$ cat src/rtl/n2w_pkg.sv
// Shared types, word codes and constants for the number-to-words reader.
// No dependencies; every other file imports this package.
package n2w_pkg;

  localparam int unsigned AmountW  = 32;
  localparam int unsigned WordW    = 5;
  localparam int unsigned DigitCnt = 10;
  localparam int unsigned DigitW   = 4;
  localparam int unsigned BcdW     = DigitCnt * DigitW;
  localparam int unsigned ConvCntW = $clog2(DigitCnt);
  localparam int unsigned GroupW   = 2;
  localparam int unsigned RemW     = 34;

  localparam longint unsigned Giga = 64'd1000000000;

  localparam logic [WordW-1:0] W_ZERO     = 5'd0;
  localparam logic [WordW-1:0] W_TEN      = 5'd10;
  localparam logic [WordW-1:0] W_TENS_OFF = 5'd18;
  localparam logic [WordW-1:0] W_HUNDRED  = 5'd28;

  typedef enum logic [1:0] {
    ST_IDLE,
    ST_CONV,
    ST_EMIT,
    ST_FLUSH
  } state_e;

  typedef enum logic [2:0] {
    SLOT_HDIG,
    SLOT_HUND,
    SLOT_TENS,
    SLOT_ONES,
    SLOT_MAG
  } slot_e;

  typedef struct packed {
    logic              load;
    logic              convert;
    logic              probe;
    logic              flush;
    logic [GroupW-1:0] group;
    slot_e             slot;
  } cmd_t;

  typedef struct packed {
    logic out_free;
  } status_t;

  // THOUSAND, MILLION and BILLION follow HUNDRED in code order
  function automatic logic [WordW-1:0] mag_word(input logic [GroupW-1:0] group);
    mag_word = W_HUNDRED + WordW'(group);
  endfunction

endpackage

$ cat src/rtl/n2w_if.sv
// Valid/ready channel interfaces for the amount input and the word output.
// Depends on n2w_pkg for field widths.
interface n2w_in_if import n2w_pkg::*; ();
  logic               valid;
  logic               ready;
  logic [AmountW-1:0] amount;

  modport source (output valid, output amount, input ready);
  modport sink (input valid, input amount, output ready);
endinterface

interface n2w_out_if import n2w_pkg::*; ();
  logic             valid;
  logic             ready;
  logic [WordW-1:0] word;
  logic             last;

  modport source (output valid, output word, output last, input ready);
  modport sink (input valid, input word, input last, output ready);
endinterface

$ cat src/rtl/number_to_english_words.sv
// Reads an unsigned 32-bit amount aloud as English word codes, most significant
// first, with last set on the final word; zero gives the single word ZERO. Each
// amount passes through the binary to decimal converter (one decimal digit a
// cycle, found by comparing against multiples of a billion), a walk of five word
// slots for each of the four thousand-groups, a flush of the held final word and
// the output register. The walk and the flush pause while the output is stalled.
// One word is held back so its last flag is known before it goes out. A new amount
// is taken once the previous one has handed its final word to the output register.
// Depends on n2w_pkg, n2w_if, n2w_ctrl and n2w_datapath.
module number_to_english_words import n2w_pkg::*; (
  input  logic      clk_i,
  input  logic      rst_ni,
  n2w_in_if.sink    in_i,
  n2w_out_if.source out_o
);

  cmd_t    cmd;
  status_t status;

  n2w_ctrl u_ctrl (
    .clk_i      (clk_i),
    .rst_ni     (rst_ni),
    .in_valid_i (in_i.valid),
    .in_ready_o (in_i.ready),
    .status_i   (status),
    .cmd_o      (cmd)
  );

  n2w_datapath u_datapath (
    .clk_i       (clk_i),
    .rst_ni      (rst_ni),
    .cmd_i       (cmd),
    .status_o    (status),
    .amount_i    (in_i.amount),
    .out_valid_o (out_o.valid),
    .out_ready_i (out_o.ready),
    .out_word_o  (out_o.word),
    .out_last_o  (out_o.last)
  );

  a_zero_alone: assert property (@(posedge clk_i) disable iff (!rst_ni)
    out_o.valid && out_o.word == W_ZERO |-> out_o.last)
    else $error("ZERO word without last");

  a_busy_after_accept: assert property (@(posedge clk_i) disable iff (!rst_ni)
    in_i.valid && in_i.ready |=> !in_i.ready)
    else $error("input ready right after an accepted amount");

  a_no_probe_when_stalled: assert property (@(posedge clk_i) disable iff (!rst_ni)
    out_o.valid && !out_o.ready |-> !cmd.probe && !cmd.flush)
    else $error("word pushed into a stalled output");

endmodule

$ cat src/rtl/n2w_ctrl.sv
// Sequencer for the number-to-words reader: conversion digit count, group and slot walk.
// Depends on n2w_pkg; drives the datapath through cmd_t, reads status_t.
module n2w_ctrl import n2w_pkg::*; (
  input  logic    clk_i,
  input  logic    rst_ni,
  input  logic    in_valid_i,
  output logic    in_ready_o,
  input  status_t status_i,
  output cmd_t    cmd_o
);

  state_e              state_q, state_d;
  logic [ConvCntW-1:0] cnt_q, cnt_d;
  logic [GroupW-1:0]   group_q, group_d;
  slot_e               slot_q, slot_d;

  always_comb begin
    state_d = state_q;
    case (state_q)
      ST_IDLE: begin
        if (in_valid_i) state_d = ST_CONV;
      end
      ST_CONV: begin
        if (cnt_q == ConvCntW'(DigitCnt - 1)) state_d = ST_EMIT;
      end
      ST_EMIT: begin
        if (status_i.out_free && slot_q == SLOT_MAG && group_q == '0) state_d = ST_FLUSH;
      end
      ST_FLUSH: begin
        if (status_i.out_free) state_d = ST_IDLE;
      end
      default: state_d = ST_IDLE;
    endcase
  end

  always_comb begin
    cnt_d   = cnt_q;
    group_d = group_q;
    slot_d  = slot_q;
    case (state_q)
      ST_IDLE: begin
        cnt_d   = '0;
        group_d = '1;
        slot_d  = SLOT_HDIG;
      end
      ST_CONV: begin
        cnt_d = cnt_q + ConvCntW'(1);
      end
      ST_EMIT: begin
        if (status_i.out_free) begin
          if (slot_q == SLOT_MAG) begin
            slot_d  = SLOT_HDIG;
            group_d = group_q - GroupW'(1);
          end else begin
            slot_d = slot_e'(slot_q + 3'd1);
          end
        end
      end
      default: ;
    endcase
  end

  always_comb begin
    cmd_o         = '0;
    cmd_o.group   = group_q;
    cmd_o.slot    = slot_q;
    in_ready_o    = 1'b0;
    case (state_q)
      ST_IDLE: begin
        in_ready_o = 1'b1;
        cmd_o.load = in_valid_i;
      end
      ST_CONV:  cmd_o.convert = 1'b1;
      ST_EMIT:  cmd_o.probe   = status_i.out_free;
      ST_FLUSH: cmd_o.flush   = status_i.out_free;
      default: ;
    endcase
  end

  always_ff @(posedge clk_i or negedge rst_ni) begin
    if (!rst_ni) begin
      state_q <= ST_IDLE;
      cnt_q   <= '0;
      group_q <= '1;
      slot_q  <= SLOT_HDIG;
    end else begin
      state_q <= state_d;
      cnt_q   <= cnt_d;
      group_q <= group_d;
      slot_q  <= slot_d;
    end
  end

endmodule

$ cat src/rtl/n2w_datapath.sv
// Datapath: compare-and-subtract binary to decimal, group word lookup, pending and output words.
// Depends on n2w_pkg; steered by cmd_t from n2w_ctrl.
module n2w_datapath import n2w_pkg::*; (
  input  logic               clk_i,
  input  logic               rst_ni,
  input  cmd_t               cmd_i,
  output status_t            status_o,
  input  logic [AmountW-1:0] amount_i,
  output logic               out_valid_o,
  input  logic               out_ready_i,
  output logic [WordW-1:0]   out_word_o,
  output logic               out_last_o
);

  logic [RemW-1:0]    rem_q, rem_d;
  logic [BcdW-1:0]    bcd_q, bcd_d;
  logic [WordW-1:0]   pend_q, pend_d;
  logic               pend_vld_q, pend_vld_d;
  logic               out_vld_q, out_vld_d;
  logic [WordW-1:0]   out_word_q, out_word_d;
  logic               out_last_q, out_last_d;

  logic [RemW:0]      trial;
  logic [RemW-1:0]    left;
  logic [DigitW-1:0]  dig;

  logic [DigitW-1:0]  hund, tens, ones;
  logic [WordW-1:0]   rest;
  logic [WordW-1:0]   word;
  logic               hit;

  // take the largest multiple of a billion that fits, then scale the rest by ten
  always_comb begin
    dig   = '0;
    left  = rem_q;
    trial = '0;
    for (int k = 1; k < DigitCnt; k++) begin
      trial = {1'b0, rem_q} - (RemW+1)'(64'(k) * Giga);
      if (!trial[RemW]) begin
        dig  = DigitW'(k);
        left = trial[RemW-1:0];
      end
    end
  end

  always_comb begin
    case (cmd_i.group)
      2'd1: begin
        hund = bcd_q[23:20];
        tens = bcd_q[19:16];
        ones = bcd_q[15:12];
      end
      2'd2: begin
        hund = bcd_q[35:32];
        tens = bcd_q[31:28];
        ones = bcd_q[27:24];
      end
      2'd3: begin
        hund = '0;
        tens = '0;
        ones = bcd_q[39:36];
      end
      default: begin
        hund = bcd_q[11:8];
        tens = bcd_q[7:4];
        ones = bcd_q[3:0];
      end
    endcase
  end

  always_comb begin
    rest = WordW'(ones);
    if (tens == DigitW'(1)) rest = W_TEN + WordW'(ones);
    hit  = 1'b0;
    word = W_ZERO;
    case (cmd_i.slot)
      SLOT_HDIG: begin
        hit  = hund != '0;
        word = WordW'(hund);
      end
      SLOT_HUND: begin
        hit  = hund != '0;
        word = W_HUNDRED;
      end
      SLOT_TENS: begin
        hit  = tens inside {[4'd2:4'd15]};
        word = W_TENS_OFF + WordW'(tens);
      end
      SLOT_ONES: begin
        hit  = rest != '0;
        word = rest;
      end
      SLOT_MAG: begin
        hit  = (cmd_i.group != '0) && ((hund | tens | ones) != '0);
        word = mag_word(cmd_i.group);
      end
      default: ;
    endcase
  end

  always_comb begin
    rem_d      = rem_q;
    bcd_d      = bcd_q;
    pend_d     = pend_q;
    pend_vld_d = pend_vld_q;
    out_vld_d  = out_vld_q && !out_ready_i;
    out_word_d = out_word_q;
    out_last_d = out_last_q;
    if (cmd_i.load) begin
      rem_d      = {{(RemW-AmountW){1'b0}}, amount_i};
      bcd_d      = '0;
      pend_vld_d = 1'b0;
    end
    if (cmd_i.convert) begin
      bcd_d = {bcd_q[BcdW-DigitW-1:0], dig};
      rem_d = {left[RemW-4:0], 3'b000} + {left[RemW-2:0], 1'b0};
    end
    if (cmd_i.probe && hit) begin
      if (pend_vld_q) begin
        out_vld_d  = 1'b1;
        out_word_d = pend_q;
        out_last_d = 1'b0;
      end
      pend_d     = word;
      pend_vld_d = 1'b1;
    end
    if (cmd_i.flush) begin
      out_vld_d  = 1'b1;
      out_word_d = pend_vld_q ? pend_q : W_ZERO;
      out_last_d = 1'b1;
      pend_vld_d = 1'b0;
    end
  end

  always_ff @(posedge clk_i or negedge rst_ni) begin
    if (!rst_ni) begin
      pend_vld_q <= 1'b0;
      out_vld_q  <= 1'b0;
    end else begin
      pend_vld_q <= pend_vld_d;
      out_vld_q  <= out_vld_d;
    end
  end

  always_ff @(posedge clk_i) begin
    rem_q      <= rem_d;
    bcd_q      <= bcd_d;
    pend_q     <= pend_d;
    out_word_q <= out_word_d;
    out_last_q <= out_last_d;
  end

  assign status_o.out_free = !out_vld_q || out_ready_i;
  assign out_valid_o       = out_vld_q;
  assign out_word_o        = out_word_q;
  assign out_last_o        = out_last_q;

endmodule

$ cat src/flat_wrapper.sv
// flat-port wrapper written by rule: the top's interface ports become plain ports
module number_to_english_words_flat import n2w_pkg::*;
  (clk_i, rst_ni, in_i_valid, in_i_amount, in_i_ready, out_o_valid, out_o_word, out_o_last, out_o_ready);
  n2w_in_if in_i_i ();
  n2w_out_if out_o_i ();
  input  logic clk_i;
  input  logic rst_ni;
  input wire logic [$bits(in_i_i.valid)-1:0] in_i_valid;
  input wire logic [$bits(in_i_i.amount)-1:0] in_i_amount;
  output wire logic [$bits(in_i_i.ready)-1:0] in_i_ready;
  output wire logic [$bits(out_o_i.valid)-1:0] out_o_valid;
  output wire logic [$bits(out_o_i.word)-1:0] out_o_word;
  output wire logic [$bits(out_o_i.last)-1:0] out_o_last;
  input wire logic [$bits(out_o_i.ready)-1:0] out_o_ready;
  assign in_i_i.valid = in_i_valid;
  assign in_i_i.amount = in_i_amount;
  assign in_i_ready = in_i_i.ready;
  assign out_o_valid = out_o_i.valid;
  assign out_o_word = out_o_i.word;
  assign out_o_last = out_o_i.last;
  assign out_o_i.ready = out_o_ready;
  number_to_english_words u_core (.clk_i(clk_i), .rst_ni(rst_ni), .in_i(in_i_i), .out_o(out_o_i));
endmodule
$ cat config.mk
export PLATFORM = sky130hd
export DESIGN_NAME = number_to_english_words_flat
export DESIGN_NICKNAME = d
export VERILOG_FILES = /design/src/rtl/n2w_pkg.sv /design/src/rtl/n2w_if.sv /design/src/rtl/number_to_english_words.sv /design/src/rtl/n2w_ctrl.sv /design/src/rtl/n2w_datapath.sv /design/src/flat_wrapper.sv
export SDC_FILE = /design/constraint.sdc
export NUM_CORES = 1
export LEC_CHECK = 0
export BUFFER_PORTS_ARGS = -buffer_cell sky130_fd_sc_hd__buf_2
export CAP_MARGIN = 10
export CORE_ASPECT_RATIO = 1.2
export CORE_MARGIN = 4
export CORE_UTILIZATION = 34
export CTS_CLUSTER_DIAMETER = 80
export DETAILED_ROUTE_END_ITERATION = 8
export GPL_TIMING_DRIVEN = 0
export PLACE_DENSITY = 0.56
export SYNTH_ARGS = -nofsm -noshare
export SYNTH_HDL_FRONTEND = slang
export SYNTH_HIERARCHICAL = 1
export SYNTH_SLANG_ARGS = --single-unit
$ cat constraint.sdc
create_clock -name clk_i -period 9 [get_ports clk_i]
set_clock_uncertainty 0.2 [all_clocks]
set_input_delay 0.45 -clock clk_i [delete_from_list [all_inputs] [get_ports clk_i]]
set_output_delay 0.45 -clock clk_i [all_outputs]
set_load 0.03 [all_outputs]
==> metrics.cfg <==
[status]
status=complete, no violations

[finish]
nFillCells=3133
syn_to_final_growth_pct=9.94
diodes=0
drive_gt1_share_pct=11.1
final_util_pct=38.0
nets=1402

[drt]
num_vias=10600
wl_mm=37.6
drt_iter0_markers=1041
met1_length_mm=15.8
vias_per_cell=6.22
highest_layer=met4
dr_wl_met2_mm=16.9
drc=0
wl_per_cell_um=22.1
ant_nets=0
drt_first_pass_iters=9
dr_wl_met3_mm=3.04

[critical_path]
cp.arrival_ns=7.92
worstSetupStartpoint=u_core/u_datapath/rem_q[13]$_DFFE_PP_
crit_type=reg -> reg
required_ns=8.91
worstReg2RegStart=u_core/u_datapath/rem_q[13]$_DFFE_PP_
cp_max_fo=10
crit_path_end_kind=flop
cp-start-kind=flop

[sta]
period_minus_slack_ns=8.01
report.final.hold_viol_count=0
rsz0062_at_grt=false
fmax_mhz=125
slew_viol_final=0
fin_crit_sh_pct=89.0
final.setup.tns_ns=0
slew-limit-headroom_pct=16.0
setup_violations=0
worstMarginPinSlew_ns=1.24

[die]
core_area_um2=29800
die_x_um=167
dieArea_um2=33200
start_util_pct=34.6
ios=44
die_h_um=199
fp-row-count=69

[clock_tree]
clock-sinks=98
cts_tree=done
worstSkewPairLatency_ns=0.35
clockRootBuffer=clkbuf_16
path_clk_slew_ns=0.08
htreeDepth=3
clock_path_buffers=2
numCtsBuffers=9
post_cts.repair.setup_buffers=0
cts_resized=0

[global_route]
grt_pass1_vias=10200
grt_max_degree=67
antenna_found_initial=0
grt_first_pass_wirelength_mm=58.4
grt_usage_pct=22.0
overflow=0

[yosys]
seq_area_frac_synth_pct=27.8
synth_edf_count=84
netlist_top_cells_area=edfxtp_1 24%, ha_1 7.2%, o21ai_0 4.8%
synth_top_flop_cell=edfxtp_1
synth_area_per_cell_um2=8.25
ys_async_sr_fraction_pct=13.3
ys_ff_latch=98
synth_top_cell_by_area=edfxtp_1
yosys_warnings=6
synth.distinct_cells=94
netlist_instances=1249
synth_top_area_share_pct=24.5
syn-num-nets=1345
synth.cell_area_um2=10300

[worst_hold_path]
hold_class=in -> reg
hold_start=in_i_amount[6]

[flow_run]
maxCapViolations=0

[placement]
gp_congestion=0.973
dp_hpwl_mm=29.1
io_buffers=43

-- layout make-up --
cell class / count / area [um2] / area share, %
clock buffers: 11 / 233 / 2.05
plain buffers: 88 / 359 / 3.17
multi-input cells: 1018 / 6920 / 61.0
repair buffers: 46 / 258 / 2.27
well taps: 390 / 488 / 4.31
flip-flops and latches: 98 / 2870 / 25.3
clock inverters: 5 / 38.8 / 0.342
inverters: 45 / 169 / 1.49
-- cells in the mapped netlist, types with 16 or more instances --
library cell  count
a31oi_1          22
nand2b_1         17
a211oi_1         18
nor2b_1          16
a21o_1           30
xnor2_1          34
o21ai_0          98
and2_1           55
ha_1             59
o31ai_1          22
nand2_1         108
nand3_1          36
edfxtp_1         84
inv_1            43
nor3_1           27
mux2_2           27
nor2_1           80
o211ai_1         21
a21oi_1          91
clkbuf_1         68
-- what timing repair did --
| action | 4_1_cts | 5_1_grt |
|---|---|---|
| hold endpoints to repair | 11 | 0 |
| endpoints found under the setup margin | 0 | 0 |
| hold buffers | 1 | 0 |
-- flip-flops by register name, summed over array words and instances (netlist names) --
| register | cells |
|---|---|
| u_core/u_datapath/pend_q | 5 |
| u_core/u_ctrl/group_q | 2 |
| u_core/u_datapath/out_last_o | 1 |
| u_core/u_ctrl/state_q | 2 |
| u_core/u_ctrl/cnt_q | 4 |
| u_core/u_datapath/out_valid_o | 1 |
| u_core/u_datapath/out_word_o | 5 |
| u_core/u_datapath/pend_vld_q | 1 |
| u_core/u_datapath/rem_q | 34 |
| u_core/u_datapath/bcd_q | 40 |
| u_core/u_ctrl/slot_q | 3 |
-- stage by stage --
| step | cells | hold WS (ns) | setup slack, ns | instance area, um2 |
|---|---|---|---|---|
| 6_report | 1701 | 0.185 | 0.989 | 11300 |
| 5_1_grt | 1701 | 0.165 | 0.635 | 11300 |
| 4_1_cts | 1700 | 0.158 | 1.24 | 11300 |
| 3_5_place_dp | 1683 | 0.172 | 1.31 | 11000 |
| 3_3_place_gp | 1682 | 0.168 | 1.33 | 11000 |
| 2_1_floorplan | 1249 | -0.0456 | 3.12 | 10300 |
-- routing by layer --
metal	up-vias	GRT usage, %
met5	-	0
met4	0	10.2
met3	131	4.33
met2	589	35.2
met1	5015	28.8
li1	4845	-
-- cell families after synthesis --
| kind of cell | after synthesis | share of synthesized area [%] |
|---|---|---|
| xor gates and xnor gates | 45 | 3.96 |
| DFF | 98 | 27.8 |
| buffers and inverters | 133 | 5.12 |
| AOI/OAI and AO/OA | 454 | 30.4 |
| adders and majority gates | 60 | 7.36 |
| and+or+nand+nor | 414 | 20.1 |
| muxes | 45 | 5.23 |
-- placed cells by master, fill, tap and decap left out, drive strengths merged, types with 11 or more instances in the layout --
cell type	n
mux2	28
a211oi	21
a21oi	91
o21ai	105
nand3	37
xnor2	34
buf	65
edfxtp	84
nor2	82
nor3	27
nor2b	16
clkbuf	79
mux2i	13
or2	11
nor4	12
nand2	110
nand2b	17
ha	59
inv	45
a21o	30
and2	55
o21a	14
o31ai	22
o211ai	21
dfrtp	11
a31oi	24
or3	14
-- critical path: stages (launching register included) --
cell and delay, ns:
edfxtp_1 0.56, clkbuf_1 0.46, inv_1 0.26, ha_1 0.32
a2111oi_0 0.76, o21ai_1 0.28, o21a_1 0.31, or2_1 0.36
buf_2 0.28, buf_2 0.27, a221oi_1 0.36, o32ai_1 0.15
xor2_1 0.27, ha_1 0.34, and3_1 0.22, nor2b_1 0.13
a221oi_1 0.33, o2111ai_1 0.29, a2111oi_1 0.69, nor4_1 0.21
o31ai_1 0.36, nand3_1 0.12, a31o_2 0.23
-- final timing paths --
check	end	slack, ns	depth (start not counted)
max reg2reg	u_core/u_datapath/rem_q[30]$_DFFE_PP_	0.99	22
max in group asynchronous	u_core/u_ctrl/group_q[0]$_DFFE_PN1P_	7.98	2
max	u_core/u_datapath/rem_q[30]$_DFFE_PP_	0.99	22
min in group asynchronous	u_core/u_ctrl/cnt_q[3]$_DFFE_PN0P_	0.33	2
min	u_core/u_datapath/rem_q[6]$_DFFE_PP_	0.18	2
min reg2reg	u_core/u_datapath/out_last_o$_SDFFE_PP1P_	0.26	1
Power is left out: the tool's default activity adds up to more than one toggle a clock period on the data nets, which glitch-free logic cannot reach.
